===== src/dsf_pkg.sv =====
package dsf_pkg;

  // configuration register map
  localparam int CFG_IDX_W = 1;
  localparam logic [CFG_IDX_W-1:0] REG_STIFFNESS  = 1'b0;
  localparam logic [CFG_IDX_W-1:0] REG_ABSORPTION = 1'b1;

  localparam logic [31:0] STIFFNESS_RST  = 32'h0001_0000;
  localparam logic [31:0] ABSORPTION_RST = 32'h0000_0000;

  // q16.16 limits and the nudge applied to coincident points
  localparam logic signed [31:0] Q_MAX       = 32'sh7fff_ffff;
  localparam logic signed [31:0] Q_MIN       = 32'sh8000_0000;
  localparam logic signed [31:0] NUDGE_STEP  = 32'sd13;
  localparam logic [6:0]         NEAR_DIST_SQ = 7'd49;

  // square root unit: 63-bit radicand, one result bit per stage
  localparam int SQ_IN_W  = 63;
  localparam int ROOT_W   = 32;
  localparam int SQRT_LAT = ROOT_W;

  // divider for the unit axis: |d| * 2^16 / dist, quotient at most 2^16
  localparam int NUM_W   = 49;
  localparam int DEN_W   = 33;
  localparam int QUO_W   = 17;
  localparam int DIV_LAT = QUO_W;

  // five front stages, square root, distance, divider, axis, nine back stages
  localparam int LATENCY = 5 + SQRT_LAT + 1 + DIV_LAT + 1 + 9;

  typedef struct packed {
    logic               func;
    logic signed [31:0] pos1_x;
    logic signed [31:0] pos1_y;
    logic signed [31:0] pos2_x;
    logic signed [31:0] pos2_y;
    logic signed [31:0] vel1_x;
    logic signed [31:0] vel1_y;
    logic signed [31:0] vel2_x;
    logic signed [31:0] vel2_y;
    logic [30:0]        rest_length;
    logic signed [31:0] fixed_x;
    logic signed [31:0] fixed_y;
  } in_t;

  typedef struct packed {
    logic signed [31:0] force_delta_x;
    logic signed [31:0] force_delta_y;
    logic signed [31:0] pos2_y_out;
    logic               nudged;
    logic               saturated;
  } out_t;

endpackage


===== src/dsf_div.sv =====
module dsf_div (
  input  logic                      clk,
  input  logic [dsf_pkg::NUM_W-1:0] num,
  input  logic [dsf_pkg::DEN_W-1:0] den,
  output logic [dsf_pkg::QUO_W-1:0] quo
);
  import dsf_pkg::*;

  logic [NUM_W-1:0] rem_q [DIV_LAT];
  logic [DEN_W-1:0] den_q [DIV_LAT];
  logic [QUO_W-1:0] quo_q [DIV_LAT];

  for (genvar i = 0; i < DIV_LAT; i++) begin : g_stage
    localparam int K = DIV_LAT - 1 - i;
    logic [NUM_W-1:0] rin;
    logic [DEN_W-1:0] din;
    logic [QUO_W-1:0] qin;
    logic [NUM_W:0]   dsh;

    if (i == 0) begin : g_first
      assign rin = num;
      assign din = den;
      assign qin = '0;
    end else begin : g_next
      assign rin = rem_q[i-1];
      assign din = den_q[i-1];
      assign qin = quo_q[i-1];
    end

    assign dsh = (NUM_W + 1)'(din) << K;

    always_ff @(posedge clk) begin
      den_q[i] <= din;
      if ({1'b0, rin} >= dsh) begin
        rem_q[i] <= rin - dsh[NUM_W-1:0];
        quo_q[i] <= qin | (QUO_W'(1) << K);
      end else begin
        rem_q[i] <= rin;
        quo_q[i] <= qin;
      end
    end
  end

  assign quo = quo_q[DIV_LAT-1];

endmodule


===== config.mk =====
export PLATFORM = sky130hd
export DESIGN_NAME = dsf_div
export DESIGN_NICKNAME = d
export VERILOG_FILES = /design/src/dsf_pkg.sv /design/src/dsf_div.sv
export SDC_FILE = /design/constraint.sdc
export NUM_CORES = 2
export LEC_CHECK = 0
export BUFFER_PORTS_ARGS = -buffer_cell sky130_fd_sc_hd__buf_2
export CAP_MARGIN = 20
export CORE_MARGIN = 10
export CORE_UTILIZATION = 57
export DETAILED_ROUTE_END_ITERATION = 10
export GPL_TIMING_DRIVEN = 0
export PLACE_DENSITY = 0.79
export SYNTH_ARGS = -nofsm -noshare
export SYNTH_HDL_FRONTEND = slang
export SYNTH_SLANG_ARGS = --single-unit

===== constraint.sdc =====
create_clock -name clk -period 3.3 [get_ports clk]
set_input_delay 0.165 -clock clk [delete_from_list [all_inputs] [get_ports clk]]
set_output_delay 0.165 -clock clk [all_outputs]
set_load 0.01 [all_outputs]

Word-level counts from Yosys, hierarchy flattened. Memory sizes are Yosys's and may differ from the RTL's. Index checks and enable logic that the tools add are counted.

Flip-flop bits (word level): 0. Memory bits (writable): 1683. Input port bits: 83. Output and inout bits: 17. Word-level logic and storage cells: 156. Memories: 3.

Add/subtract/negate cells: 17. Order comparisons: 17. Multiplexer cells: 85. Bitwise gates (word level): 34.

Memories: rem_q (depth 17, bits a word 49, read ports 16, clocked after memory_dff 0, write ports 17, line dsf_div.sv:9) `logic [NUM_W-1:0] rem_q [DIV_LAT];`; den_q (depth 17, bits a word 33, read ports 16, clocked after memory_dff 0, write ports 17, line dsf_div.sv:10) `logic [DEN_W-1:0] den_q [DIV_LAT];`; quo_q (depth 17, bits a word 17, read ports 17, clocked after memory_dff 0, write ports 17, line dsf_div.sv:11) `logic [QUO_W-1:0] quo_q [DIV_LAT];`.

Operators by type and width (number): two-way mux 49 bit (17); two-way mux 17 bit (17); two-way mux 1 bit (51); greater-or-equal comparator 49 x 33 -> 1 bit (1); greater-or-equal comparator 49 x 34 -> 1 bit (1); greater-or-equal comparator 49 x 35 -> 1 bit (1); greater-or-equal comparator 49 x 36 -> 1 bit (1); greater-or-equal comparator 49 x 37 -> 1 bit (1); greater-or-equal comparator 49 x 38 -> 1 bit (1); greater-or-equal comparator 49 x 39 -> 1 bit (1); greater-or-equal comparator 49 x 40 -> 1 bit (1); greater-or-equal comparator 49 x 41 -> 1 bit (1); greater-or-equal comparator 49 x 42 -> 1 bit (1); greater-or-equal comparator 49 x 43 -> 1 bit (1); greater-or-equal comparator 49 x 44 -> 1 bit (1); greater-or-equal comparator 49 x 45 -> 1 bit (1); greater-or-equal comparator 49 x 46 -> 1 bit (1); greater-or-equal comparator 49 x 47 -> 1 bit (1); greater-or-equal comparator 49 x 48 -> 1 bit (1); greater-or-equal comparator 49 bit (1); subtractor 49 x 33 -> 49 bit (1); subtractor 49 x 34 -> 49 bit (1); subtractor 49 x 35 -> 49 bit (1); subtractor 49 x 36 -> 49 bit (1); 14 further kinds (47).

Logic depth before layout (Yosys ltp). An unclocked memory read counts as a cell.

Depth in word-level cells: 5. Depth in mapped cells: 15. Gate-level depth less buffers: 14.

Worst setup path after synthesis. OpenSTA, ideal clock, no wires.

Path type: reg-to-reg. Start: mem rem_q[10][5]. End: mem rem_q[11][30]. Library setup time: 0.121 ns. Arrival time: 3.195 ns. Required time: 3.179 ns. Setup slack: -0.016 ns. Cell stages (with the launch flop): 15. Buffers on the path: 2. Period minus slack after synthesis: 3.316 ns. Cell sequence: dfxtp_1 -> inv_1 -> ha_1 -> inv_1 -> fa_1 -> a21oi_1 -> o211ai_1 -> a31oi_1 -> o21ai_1 -> a21oi_1 -> o31ai_1 -> a21oi_1 -> clkbuf_1 -> clkbuf_1 -> mux2_2.

RTL lines (line): from (decl) (dsf_div.sv:9).

==> summary.txt <==
Global routing
  – Met1 usage: 0.319
  – Gr busiest metal: met2
  – Via count of the first global-routing pass: 58,200
  – Grt met3 use: 0.0445
  – Grt total ovfl: 0
  – Initial antenna violation count: 4
  – Largest net degree at the start of global routing: 18
  – First-pass GRT wire length: between 300,000 and 400,000 microns
  – Total track usage: 0.294
  – Grt met2 use: 0.534

Timing
  – Fin. max-slew vios: 0
  – Period Utilization, post-route: 1.05
  – Final hold vios: 0
  – Final setup viols: 50
  – Achievable Freq: 290 MHz
  – Rel. slew slack: 0.338
  – Clock Skew: around 39 ps
  – Tmin final: between 3000 and 4000 ps
  – Worst-margin pin slew: approximately 980 ps
  – Final worst slack: -151 ps
  – RSZ-0062 raised after global routing: true

Drt
  – Routed vias: 58,800
  – Avg WL per Cell: 21.7 microns
  – Detailed Route WL: 215,000 microns
  – Drt first pass iters: 6
  – DRT iter0 DRCs: 4,831
  – DRC viols: 0
  – Vias per inst: 5.94
  – Post-DRT Antenna Nets: 0

Finish
  – Finished Layout Cells: slightly below 10,000
  – Share of post-route cells with drive strength above 1: 0.148
  – Most common cell after layout, fill and taps aside: dfxtp_1
  – Syn-to-layout area delta: 19.4%
  – Nets@finish: roughly 9,000
  – Register area: between 0.02 and 0.03 sq mm
  – Multi-input combinational cell area: between 0.03 and 0.04 sq mm
  – Most frequent cells in the layout: 1,434 x dfxtp_1, 702 x a21oi_1, 691 x inv_1
  – Filler Cell Count: between 9,000 and 10,000

Floorplanning
  – Starting Density: 0.576
  – Row count: ~130
  – Core region area: 0.120 sq mm
  – Boundary Pins: 100
  – Die height: roughly 370 microns
  – Die area: roughly 0.14 sq mm
  – Die X: ~370 microns

Placed design
  – Pre-CTS setup slack: -1460 ps
  – HPWL Detailed: ~160,000 microns
  – Dpl cells: approximately 9,400
  – Port bufs: between 90 and 100
  – Routability cong.: 0.964

Synthesis
  – Ys async rst share: 0
  – Post-Syn Instances: slightly below 8,000
  – Syn_nets: approximately 8,400
  – Synth Area per Inst: 8.98 sq um
  – Post-synth EDFFs: 0
  – Synthesized cell area: between 0.06 and 0.07 sq mm
  – Sequential area share after synthesis: 0.423
  – Seq cells post-synth: 1,465
  – Top_reg_cell synth: dfxtp_1
  – Synth Warn #: 0
  – Library cells used by synthesis: 95

Power
  – Sw frac: 0.407
  – Clock share of power: 0.208
  – Int Power: around 53 mW
  – Comb power frac: 0.486
  – Pwr dens: between 1000 and 1500 mW/mm^2
  – Sw power: about 36 mW
  – Overall power: between 80 and 90 mW
  – Leak: approximately 37 nW
  – Sequential Power Share: 0.306
  – Maximum vdd drop: approximately 710 uV

Setup path
  – Worst EP required: 3980 ps
  – Crit Path Class: flop to flop
  – R2R Path Start: den_q[0][66]
  – Setup slack, reg-to-reg: -150 ps
  – CP arrival: roughly 4100 ps
  – Crit path capture: rem_q[3][14]
  – R2r endpoint: rem_q[3][14]
  – Crit start category: flop
  – Crit end category: flop
  – R2R depth: 16
  – Critical path peak fanout: 5
  – CP startpoint: den_q[0][66]

Clock network
  – Clk pin slew, worst setup/hold paths: around 80 ps
  – CTS H-tree depth: 4
  – TritonCTS buffer count: 150
  – CTS root buffer: clkbuf_16
  – Worst-Skew Late Latency: ~800 ps
  – Max clock buf depth: 3
  – Sinks on Clock Net: 1,465
  – CTS tree: yes

Status
  – Failing checks: negative setup slack
  – Status: complete, but fails checks

Job
  – Total of max-cap violations: 0

Min path
  – Worst min path class: input port to flop
[worst max-delay path: stages, from the launching register on]
cell       delay (ps)
dfxtp_1           540
ha_4              200
inv_2              50
fa_2              430
a211oi_4          280
o21ai_2           110
or4b_1            170
o211ai_1          180
o2111ai_2         270
and4bb_2          310
o31ai_4            60
buf_6             170
buf_12            150
buf_12            120
clkbuf_16         140
nand2_1            70
nand2_1            50
[worst min path at each step]
stage,from,end,slack [ps],cells past startpoint
2_1_floorplan,den[0],den_q[0][0],190,0
3_3_place_gp,den[27],den_q[0][27],280,1
3_5_place_dp,den[27],den_q[0][27],290,1
4_1_cts,num[24],rem_q[0][24],-410,2
5_1_grt,num[9],rem_q[0][9],-7,2
6_report,num[9],rem_q[0][9],10,2
[what timing repair did]
action	CTS	global route
endpoints found under the hold margin	82	2
endpoints found under the setup margin	627	606
pin swaps	82	141
cloned	1	3
gates resized for setup	401	415
buffers inserted	76	75
hold buffers	96	2
[cells in the mapped netlist (all sizes together) (30+ instances only)]
cell,n,area (sq um)
and2,30,188
or3,42,263
ha,561,7020
dfxtp,1465,29300
a211oi,44,330
nand2,490,1840
nor3,112,561
a21o,352,2640
o21bai,71,533
xor2,268,2350
nand4,133,832
inv,703,2640
nor2,552,2070
xnor2,300,2630
buf,52,263
a31oi,73,463
o21a,68,510
o211ai,46,345
mux2,135,1520
nand3,144,721
and3,52,325
o21ai,413,2070
nand2b,66,413
clkbuf,204,767
nor2b,77,482
o31ai,51,443
a21oi,751,3760
nor4,87,544
[registers in the layout, indices dropped and copies added, names as in the netlist]
signal / count
den_q: 528
quo_q: 153
rem_q: 784
[cell families after synthesis]
family,synth area share
compound gates,0.188
xor+xnor,0.0718
fa+ha+maj,0.106
buf+inv,0.0530
flops,0.423
mux,0.0233
simple gates,0.134
[area by class of cell]
cell class                      count  area share
Multi-Input combinational cell   5288       0.472
Inverter                          703      0.0321
Sequential cell                  1465       0.355
Timing Repair Buffer              353      0.0343
Antenna cell                        3   0.0000908
Tap cell                         1612      0.0244
Clock inverter                     83      0.0159
Clock buffer                      192      0.0503
Buffer                            195      0.0153
[through the flow]
step,util,setup TNS [ps],cell area (sq um),hold slack [ps]
floorplan,-,0,69300,193
finish,0.687,-3630,82700,13.3
detailed placement,0.597,-461000,71800,286
global placement,0.597,-456100,71800,284
global route,0.687,-10770,82700,-6.99
CTS,0.668,-259,80400,-414
[layer usage]
| layer | up-vias | share of wire |
|---|---|---|
| met2 | 2406 | 0.50 |
| met1 | 27700 | 0.37 |
| met4 | 6 | 0.073 |
| met5 | - | 0.00018 |
| met3 | 849 | 0.056 |
| li1 | 27800 | - |
[power by group through the flow]
stage	Clock (mW)	Combinational [mW]	Sequential (mW)
after floorplan	0	29.2	25.3
after global placement	0	37.0	27.0
after detailed placement	0	37.5	27.1
after CTS	18.6	39.9	26.8
after global routing	19.4	47.2	27.5
final	18.5	43.2	27.2
Power figures use the tool's default switching activity.
