--- src/dsf_pkg.sv ---
package dsf_pkg;

  // configuration register map
  localparam int CFG_IDX_W = 1;
  localparam logic [CFG_IDX_W-1:0] REG_STIFFNESS  = 1'b0;
  localparam logic [CFG_IDX_W-1:0] REG_ABSORPTION = 1'b1;

  localparam logic [31:0] STIFFNESS_RST  = 32'h0001_0000;
  localparam logic [31:0] ABSORPTION_RST = 32'h0000_0000;

  // q16.16 limits and the nudge applied to coincident points
  localparam logic signed [31:0] Q_MAX       = 32'sh7fff_ffff;
  localparam logic signed [31:0] Q_MIN       = 32'sh8000_0000;
  localparam logic signed [31:0] NUDGE_STEP  = 32'sd13;
  localparam logic [6:0]         NEAR_DIST_SQ = 7'd49;

  // square root unit: 63-bit radicand, one result bit per stage
  localparam int SQ_IN_W  = 63;
  localparam int ROOT_W   = 32;
  localparam int SQRT_LAT = ROOT_W;

  // divider for the unit axis: |d| * 2^16 / dist, quotient at most 2^16
  localparam int NUM_W   = 49;
  localparam int DEN_W   = 33;
  localparam int QUO_W   = 17;
  localparam int DIV_LAT = QUO_W;

  // five front stages, square root, distance, divider, axis, nine back stages
  localparam int LATENCY = 5 + SQRT_LAT + 1 + DIV_LAT + 1 + 9;

  typedef struct packed {
    logic               func;
    logic signed [31:0] pos1_x;
    logic signed [31:0] pos1_y;
    logic signed [31:0] pos2_x;
    logic signed [31:0] pos2_y;
    logic signed [31:0] vel1_x;
    logic signed [31:0] vel1_y;
    logic signed [31:0] vel2_x;
    logic signed [31:0] vel2_y;
    logic [30:0]        rest_length;
    logic signed [31:0] fixed_x;
    logic signed [31:0] fixed_y;
  } in_t;

  typedef struct packed {
    logic signed [31:0] force_delta_x;
    logic signed [31:0] force_delta_y;
    logic signed [31:0] pos2_y_out;
    logic               nudged;
    logic               saturated;
  } out_t;

endpackage

--- src/dsf_sqrt.sv ---
module dsf_sqrt (
  input  logic                       clk,
  input  logic [dsf_pkg::SQ_IN_W-1:0] radicand,
  output logic [dsf_pkg::ROOT_W-1:0]  root
);
  import dsf_pkg::*;

  logic [63:0] x_q [SQRT_LAT];
  logic [63:0] r_q [SQRT_LAT];

  for (genvar i = 0; i < SQRT_LAT; i++) begin : g_stage
    localparam int K = SQRT_LAT - 1 - i;
    localparam logic [63:0] Bit = 64'(1) << (2 * K);
    logic [63:0] xi;
    logic [63:0] ri;
    logic [63:0] trial;

    if (i == 0) begin : g_first
      assign xi = 64'(radicand);
      assign ri = '0;
    end else begin : g_next
      assign xi = x_q[i-1];
      assign ri = r_q[i-1];
    end

    assign trial = ri + Bit;

    always_ff @(posedge clk) begin
      if (xi >= trial) begin
        x_q[i] <= xi - trial;
        r_q[i] <= (ri >> 1) + Bit;
      end else begin
        x_q[i] <= xi;
        r_q[i] <= ri >> 1;
      end
    end
  end

  assign root = r_q[SQRT_LAT-1][ROOT_W-1:0];

endmodule

--- config.mk ---
export PLATFORM = sky130hd
export DESIGN_NAME = dsf_sqrt
export DESIGN_NICKNAME = d
export VERILOG_FILES = /design/src/dsf_pkg.sv /design/src/dsf_sqrt.sv
export SDC_FILE = /design/constraint.sdc
export NUM_CORES = 2
export LEC_CHECK = 0
export BUFFER_PORTS_ARGS = -buffer_cell sky130_fd_sc_hd__buf_2
export CORE_AREA = 2 2 492 494
export DETAILED_ROUTE_END_ITERATION = 8
export DIE_AREA = 0 0 494 496
export HOLD_SLACK_MARGIN = 0.05
export PLACE_DENSITY_LB_ADDON = 0.2
export SLEW_MARGIN = 5
export SYNTH_ARGS = -nofsm -noshare
export SYNTH_HDL_FRONTEND = slang
export SYNTH_SLANG_ARGS = --single-unit
--- constraint.sdc ---
create_clock -name clk -period 4.3 [get_ports clk]
set_input_delay 0.215 -clock clk [delete_from_list [all_inputs] [get_ports clk]]
set_output_delay 0.215 -clock clk [all_outputs]
set_load 0.01 [all_outputs]
# Yosys cells after proc, flatten, opt, wreduce, memory -nomap -nowiden
# Memories as Yosys holds them, arrays and structs flattened.
# Index checks and enable logic that the tools add are counted.
# word_totals
register_bits	0
latchBits	0
ramBits	4096
rom_bits	0
inputBits	64
out_inout_bits	32
elab_cells	352
mem_count	2
# mem_list
name	words	width	read_ports	rd_clocked_by_memory_dff	wr	line	text
r_q	32	64	32	0	32	dsf_sqrt.sv:9	logic [63:0] r_q [SQRT_LAT];
x_q	32	64	31	0	32	dsf_sqrt.sv:8	logic [63:0] x_q [SQRT_LAT];
# classes
addsub	94
n_mul	0
n_div	0
n_lt_le_gt_ge	32
eq_ne	0
shift	0
mux	160
n_bitwise	64
reduce_logical	0
# ops
op	n
2-to-1 mux 64 bit	64
>= comparator 64 bit	31
subtractor 64 bit	31
2-to-1 mux 1 bit	96
adder 63 x 1 -> 64 bit, second input constant	1
adder 63 x 11 -> 64 bit, second input constant	1
adder 63 x 13 -> 64 bit, second input constant	1
adder 63 x 15 -> 64 bit, second input constant	1
adder 63 x 17 -> 64 bit, second input constant	1
adder 63 x 19 -> 64 bit, second input constant	1
adder 63 x 21 -> 64 bit, second input constant	1
adder 63 x 23 -> 64 bit, second input constant	1
adder 63 x 25 -> 64 bit, second input constant	1
adder 63 x 27 -> 64 bit, second input constant	1
adder 63 x 29 -> 64 bit, second input constant	1
adder 63 x 3 -> 64 bit, second input constant	1
adder 63 x 31 -> 64 bit, second input constant	1
adder 63 x 33 -> 64 bit, second input constant	1
adder 63 x 35 -> 64 bit, second input constant	1
adder 63 x 37 -> 64 bit, second input constant	1
adder 63 x 39 -> 64 bit, second input constant	1
adder 63 x 41 -> 64 bit, second input constant	1
adder 63 x 43 -> 64 bit, second input constant	1
adder 63 x 45 -> 64 bit, second input constant	1
45 further kinds	108

# Longest topological paths before layout
# An unclocked memory read counts as a cell.
# depth
ltp_word	6
depth_mapped	14
ltp_nobuf	12

# Worst setup path before layout
# Ideal clock, no wire load.
# synth_timing
kind	register to register
from	mem x_q[21][52] (netlist: x_q[1][372])
to	mem x_q[22][22] (netlist: x_q[1][406])
setup_time_ps	121
t_arrival_ps	3318
required_ps	4179
path_slack_ps	861
path_stages_with_launch	9
n_path_buf	1
period_less_slack_ps	3439
cell_sequence	dfxtp_1 > or4_4 > or3_4 > or4_4 > or4_1 > or4_4 > a211oi_4 > buf_6 > mux2_2
# synth_rtl
item	line
start: declaration	dsf_sqrt.sv:8

==> out/metrics.yaml <==
tritoncts: "done"
max_slew_margin: 0.175
yosys.area.top_type_share: 0.526
i_o_pins: 96
post-route-period-util: 0.965
crit_path_dat_ns: 4.93
drc_errors: 0
maximum_fanout_encountered_on_the_critical_timing_path: 9
total_leakage_power_nw: 49.7
initialDrtViolationCount: 4347
maxCapViolCount: 0
report.final.slew_viol_count: 0
detail_route.wirelength_um: 253000
routabilityCongestion: 0.901
cts.sink_count: 2512
synth_cell_type_count: 84
insertion_delay_ns: 0.94
die_h_um: 496
synthFlopType: "sky130_fd_sc_hd__dfxtp_1"
postSynthAreaPerCell_um2: 9.85
start_util: 0.399
finish.net_count: 10700
p_per_area_mw_per_mm2: 664
final_core_utilization: 0.462
wire_length_of_the_first_global_routing_pass_um: 392000
netlist_top_cells_area: "sky130_fd_sc_hd__dfxtp_1 (53%), sky130_fd_sc_hd__ha_1 (7.3%), sky130_fd_sc_hd__xnor2_1 (4.1%)"
final_layout_size_suffix_gt1_frac: 0.0743
cell_type_contributing_the_most_total_cell_area_after_synthesis: "sky130_fd_sc_hd__dfxtp_1"
critical_path.endpoint_type: "flop"
clk_path_buf_depth: 4
overflow: 0
via_count: 69300
cts.root.buffer_cell: "sky130_fd_sc_hd__clkbuf_16"
finalHoldViolCount: 0
floorplan.die.width_um: 494
timing.clock.skew_ns: 0.0748
gr-usage-all-layers: 0.203
antenna_found_initial: 10
final_hold_slack_ns: 0.296
post_cts.repair.setup_buffers: 0
worst_setup_path_start_kind: "flop"
design.die.area_mm2: 0.245
syn_inst: 9702
seq_area_frac_synth: 0.526
core_region_area_mm2: 0.240
post_synth_instance_area_mm2: 0.0956
h_tree_lvls: 5
timing.critical_path.required_ns: 5.08
achievable_frequency_mhz: 241
finalSetupViolCount: 0
max-vdd-ir-drop_mv: 0.372
placement_rows: 180
share_of_flip_flops_with_an_asynchronous_set_or_reset: 0
viasPerCell: 5.15
first_global_vias: 68600
tritoncts.num_buffers: 282
flow.area_growth_from_synthesis_pct: 15.7
drt_pre_antenna_iters: 6
crit_type: "reg2reg"
io_buffer_count: 95
path_clk_slew_ns: 0.06
timing.hold.worst.class: "reg2reg"
timing.final.crit_period_ns: 4.15
rsz_0062_raised_after_global_routing: "no"
synth-edff-count: 0
grt_max_degree: 57
synth.ff_latch_count: 2512
route.detailed.wl_per_inst_um: 18.8
synth_warnings: 0
tightestPinTransition_ns: 1.22
dpl.hpwl_um: 199000
status: "finished clean"
ant_nets: 0
[stage by stage]
stage	std cells	cell area (µm²)	setup TNS [ns]	power (mW)	worst slack [ns]
floorplan	9703	95600	0	43.8	0.861
global placement	12900	100000	-0.0685	49.6	-0.0685
detailed placement	12900	100000	-0.0593	49.7	-0.0593
CTS	13500	111000	0	74.1	0.296
global route	13500	111000	0	77.5	0.0959
finish	13500	111000	0	73.5	0.149
[path summary, 6_finish.rpt]
kind / startpoint / end / slack [ns] / depth (start not counted)
max: r_q[1][673]$_DFF_P_ / x_q[1][762]$_DFF_P_ / 0.15 / 11
min: r_q[1][852]$_DFF_P_ / r_q[1][915]$_DFF_P_ / 0.30 / 0
max reg2reg: r_q[1][673]$_DFF_P_ / x_q[1][762]$_DFF_P_ / 0.15 / 11
min reg2reg: r_q[1][852]$_DFF_P_ / r_q[1][915]$_DFF_P_ / 0.30 / 0
[layer usage]
metal / track usage / up-vias / wire length [µm]
met5: 0 / - / 0
met4: 0.0607 / 0 / 6530
met3: 0.0315 / 370 / 11700
met2: 0.348 / 1479 / 121000
met1: 0.262 / 32900 / 114000
li1: - / 34600 / -
[cells in the mapped netlist (all sizes together) (11+ instances only)]
master   number
buf          20
a21o        195
nand2b      107
o211ai       45
nor2b        74
nand3b       37
or3         100
o21ai       511
a31o         11
nor4b        49
and4         31
inv         697
o21a         90
a31oi        68
nor3b        19
o41ai        16
and3         51
nand2       685
nor3        260
o21bai       50
or4          87
nand4       160
a2111oi      19
clkbuf      199
and2         29
mux2         65
xnor2       452
nor2        624
o31ai        51
dfxtp      2512
nand4b       23
a21boi       21
a211o        22
ha          556
xor2        430
a21oi       615
nand3       148
or2          37
and4b        11
a211oi       61
or4b         11
mux2i        12
o2111ai      12
nor4        309
[registers in the layout, summed over array words and instances, names as in the netlist]
signal / count
x_q: 1984
r_q: 528
[critical path, stage by stage (launching register included)]
cell and delay [ns]:
sky130_fd_sc_hd__dfxtp_1 0.33, sky130_fd_sc_hd__inv_1 0.04, sky130_fd_sc_hd__ha_1 0.44, sky130_fd_sc_hd__nand4_1 0.25
sky130_fd_sc_hd__nor4_2 0.66, sky130_fd_sc_hd__nand4_1 0.48, sky130_fd_sc_hd__o21ai_0 0.45, sky130_fd_sc_hd__or3_1 0.22
sky130_fd_sc_hd__a21o_2 0.22, sky130_fd_sc_hd__nand3_1 0.14, sky130_fd_sc_hd__or4b_2 0.65, sky130_fd_sc_hd__xnor2_1 0.15
[cells in the final DEF (no fill, tap or decap), types with 74 or more instances in the layout]
master / netlist / routed
sky130_fd_sc_hd__nor2_1: 624 / 622
sky130_fd_sc_hd__dfxtp_1: 2512 / 2512
sky130_fd_sc_hd__xnor2_1: 452 / 452
sky130_fd_sc_hd__o21a_1: 90 / 90
sky130_fd_sc_hd__nand3_1: 148 / 148
sky130_fd_sc_hd__nor3_1: 259 / 258
sky130_fd_sc_hd__dlygate4sd3_1: 0 / 126
sky130_fd_sc_hd__buf_2: 7 / 95
sky130_fd_sc_hd__or4_1: 84 / 84
sky130_fd_sc_hd__clkbuf_16: 0 / 290
sky130_fd_sc_hd__nor4_1: 309 / 306
sky130_fd_sc_hd__nand4_1: 160 / 160
sky130_fd_sc_hd__a21o_1: 195 / 194
sky130_fd_sc_hd__o21ai_0: 509 / 509
sky130_fd_sc_hd__nor2b_1: 74 / 74
sky130_fd_sc_hd__a21oi_1: 615 / 614
sky130_fd_sc_hd__inv_1: 696 / 696
sky130_fd_sc_hd__nand2_1: 685 / 685
sky130_fd_sc_hd__or3_1: 99 / 99
sky130_fd_sc_hd__ha_1: 556 / 556
sky130_fd_sc_hd__xor2_1: 430 / 430
sky130_fd_sc_hd__buf_4: 3 / 85
sky130_fd_sc_hd__nand2b_1: 107 / 107
[cells by family after synthesis]
| kind of cell | after synthesis | share of synthesized area |
|---|---|---|
| AND/OR/NAND/NOR | 2868 | 0.154 |
| other | 1 | 0.0000392 |
| AO/OA/AOI/OAI | 1890 | 0.121 |
| multiplexers | 77 | 0.00891 |
| adder cells (fa/ha/maj) | 556 | 0.0728 |
| XOR/XNOR | 882 | 0.0808 |
| flip-flops | 2512 | 0.526 |
| buffers and inverters | 916 | 0.0362 |
[cell type report]
class	count	area (µm²)
inverter	697	2620
antenna	4	10.0
clock inverter	91	1240
tap	3185	3990
multi-input combinational	6275	42000
clock buffer	387	8100
fill	22500	129000
timing repair buffer	309	2430
sequential	2512	50300
[report_power, final]
part	internal [mW]	switching [mW]
clock network	14.8	9.25
logic	7.15	9.22
registers	28.4	4.70
[timing repair]
item | in CTS | in global routing
endpoints found under the setup margin | 1 | 0
gates resized for setup | 1 | 0
hold endpoints to repair | 63 | 0
hold buffers | 126 | 0
Power figures use the tool's default switching activity.
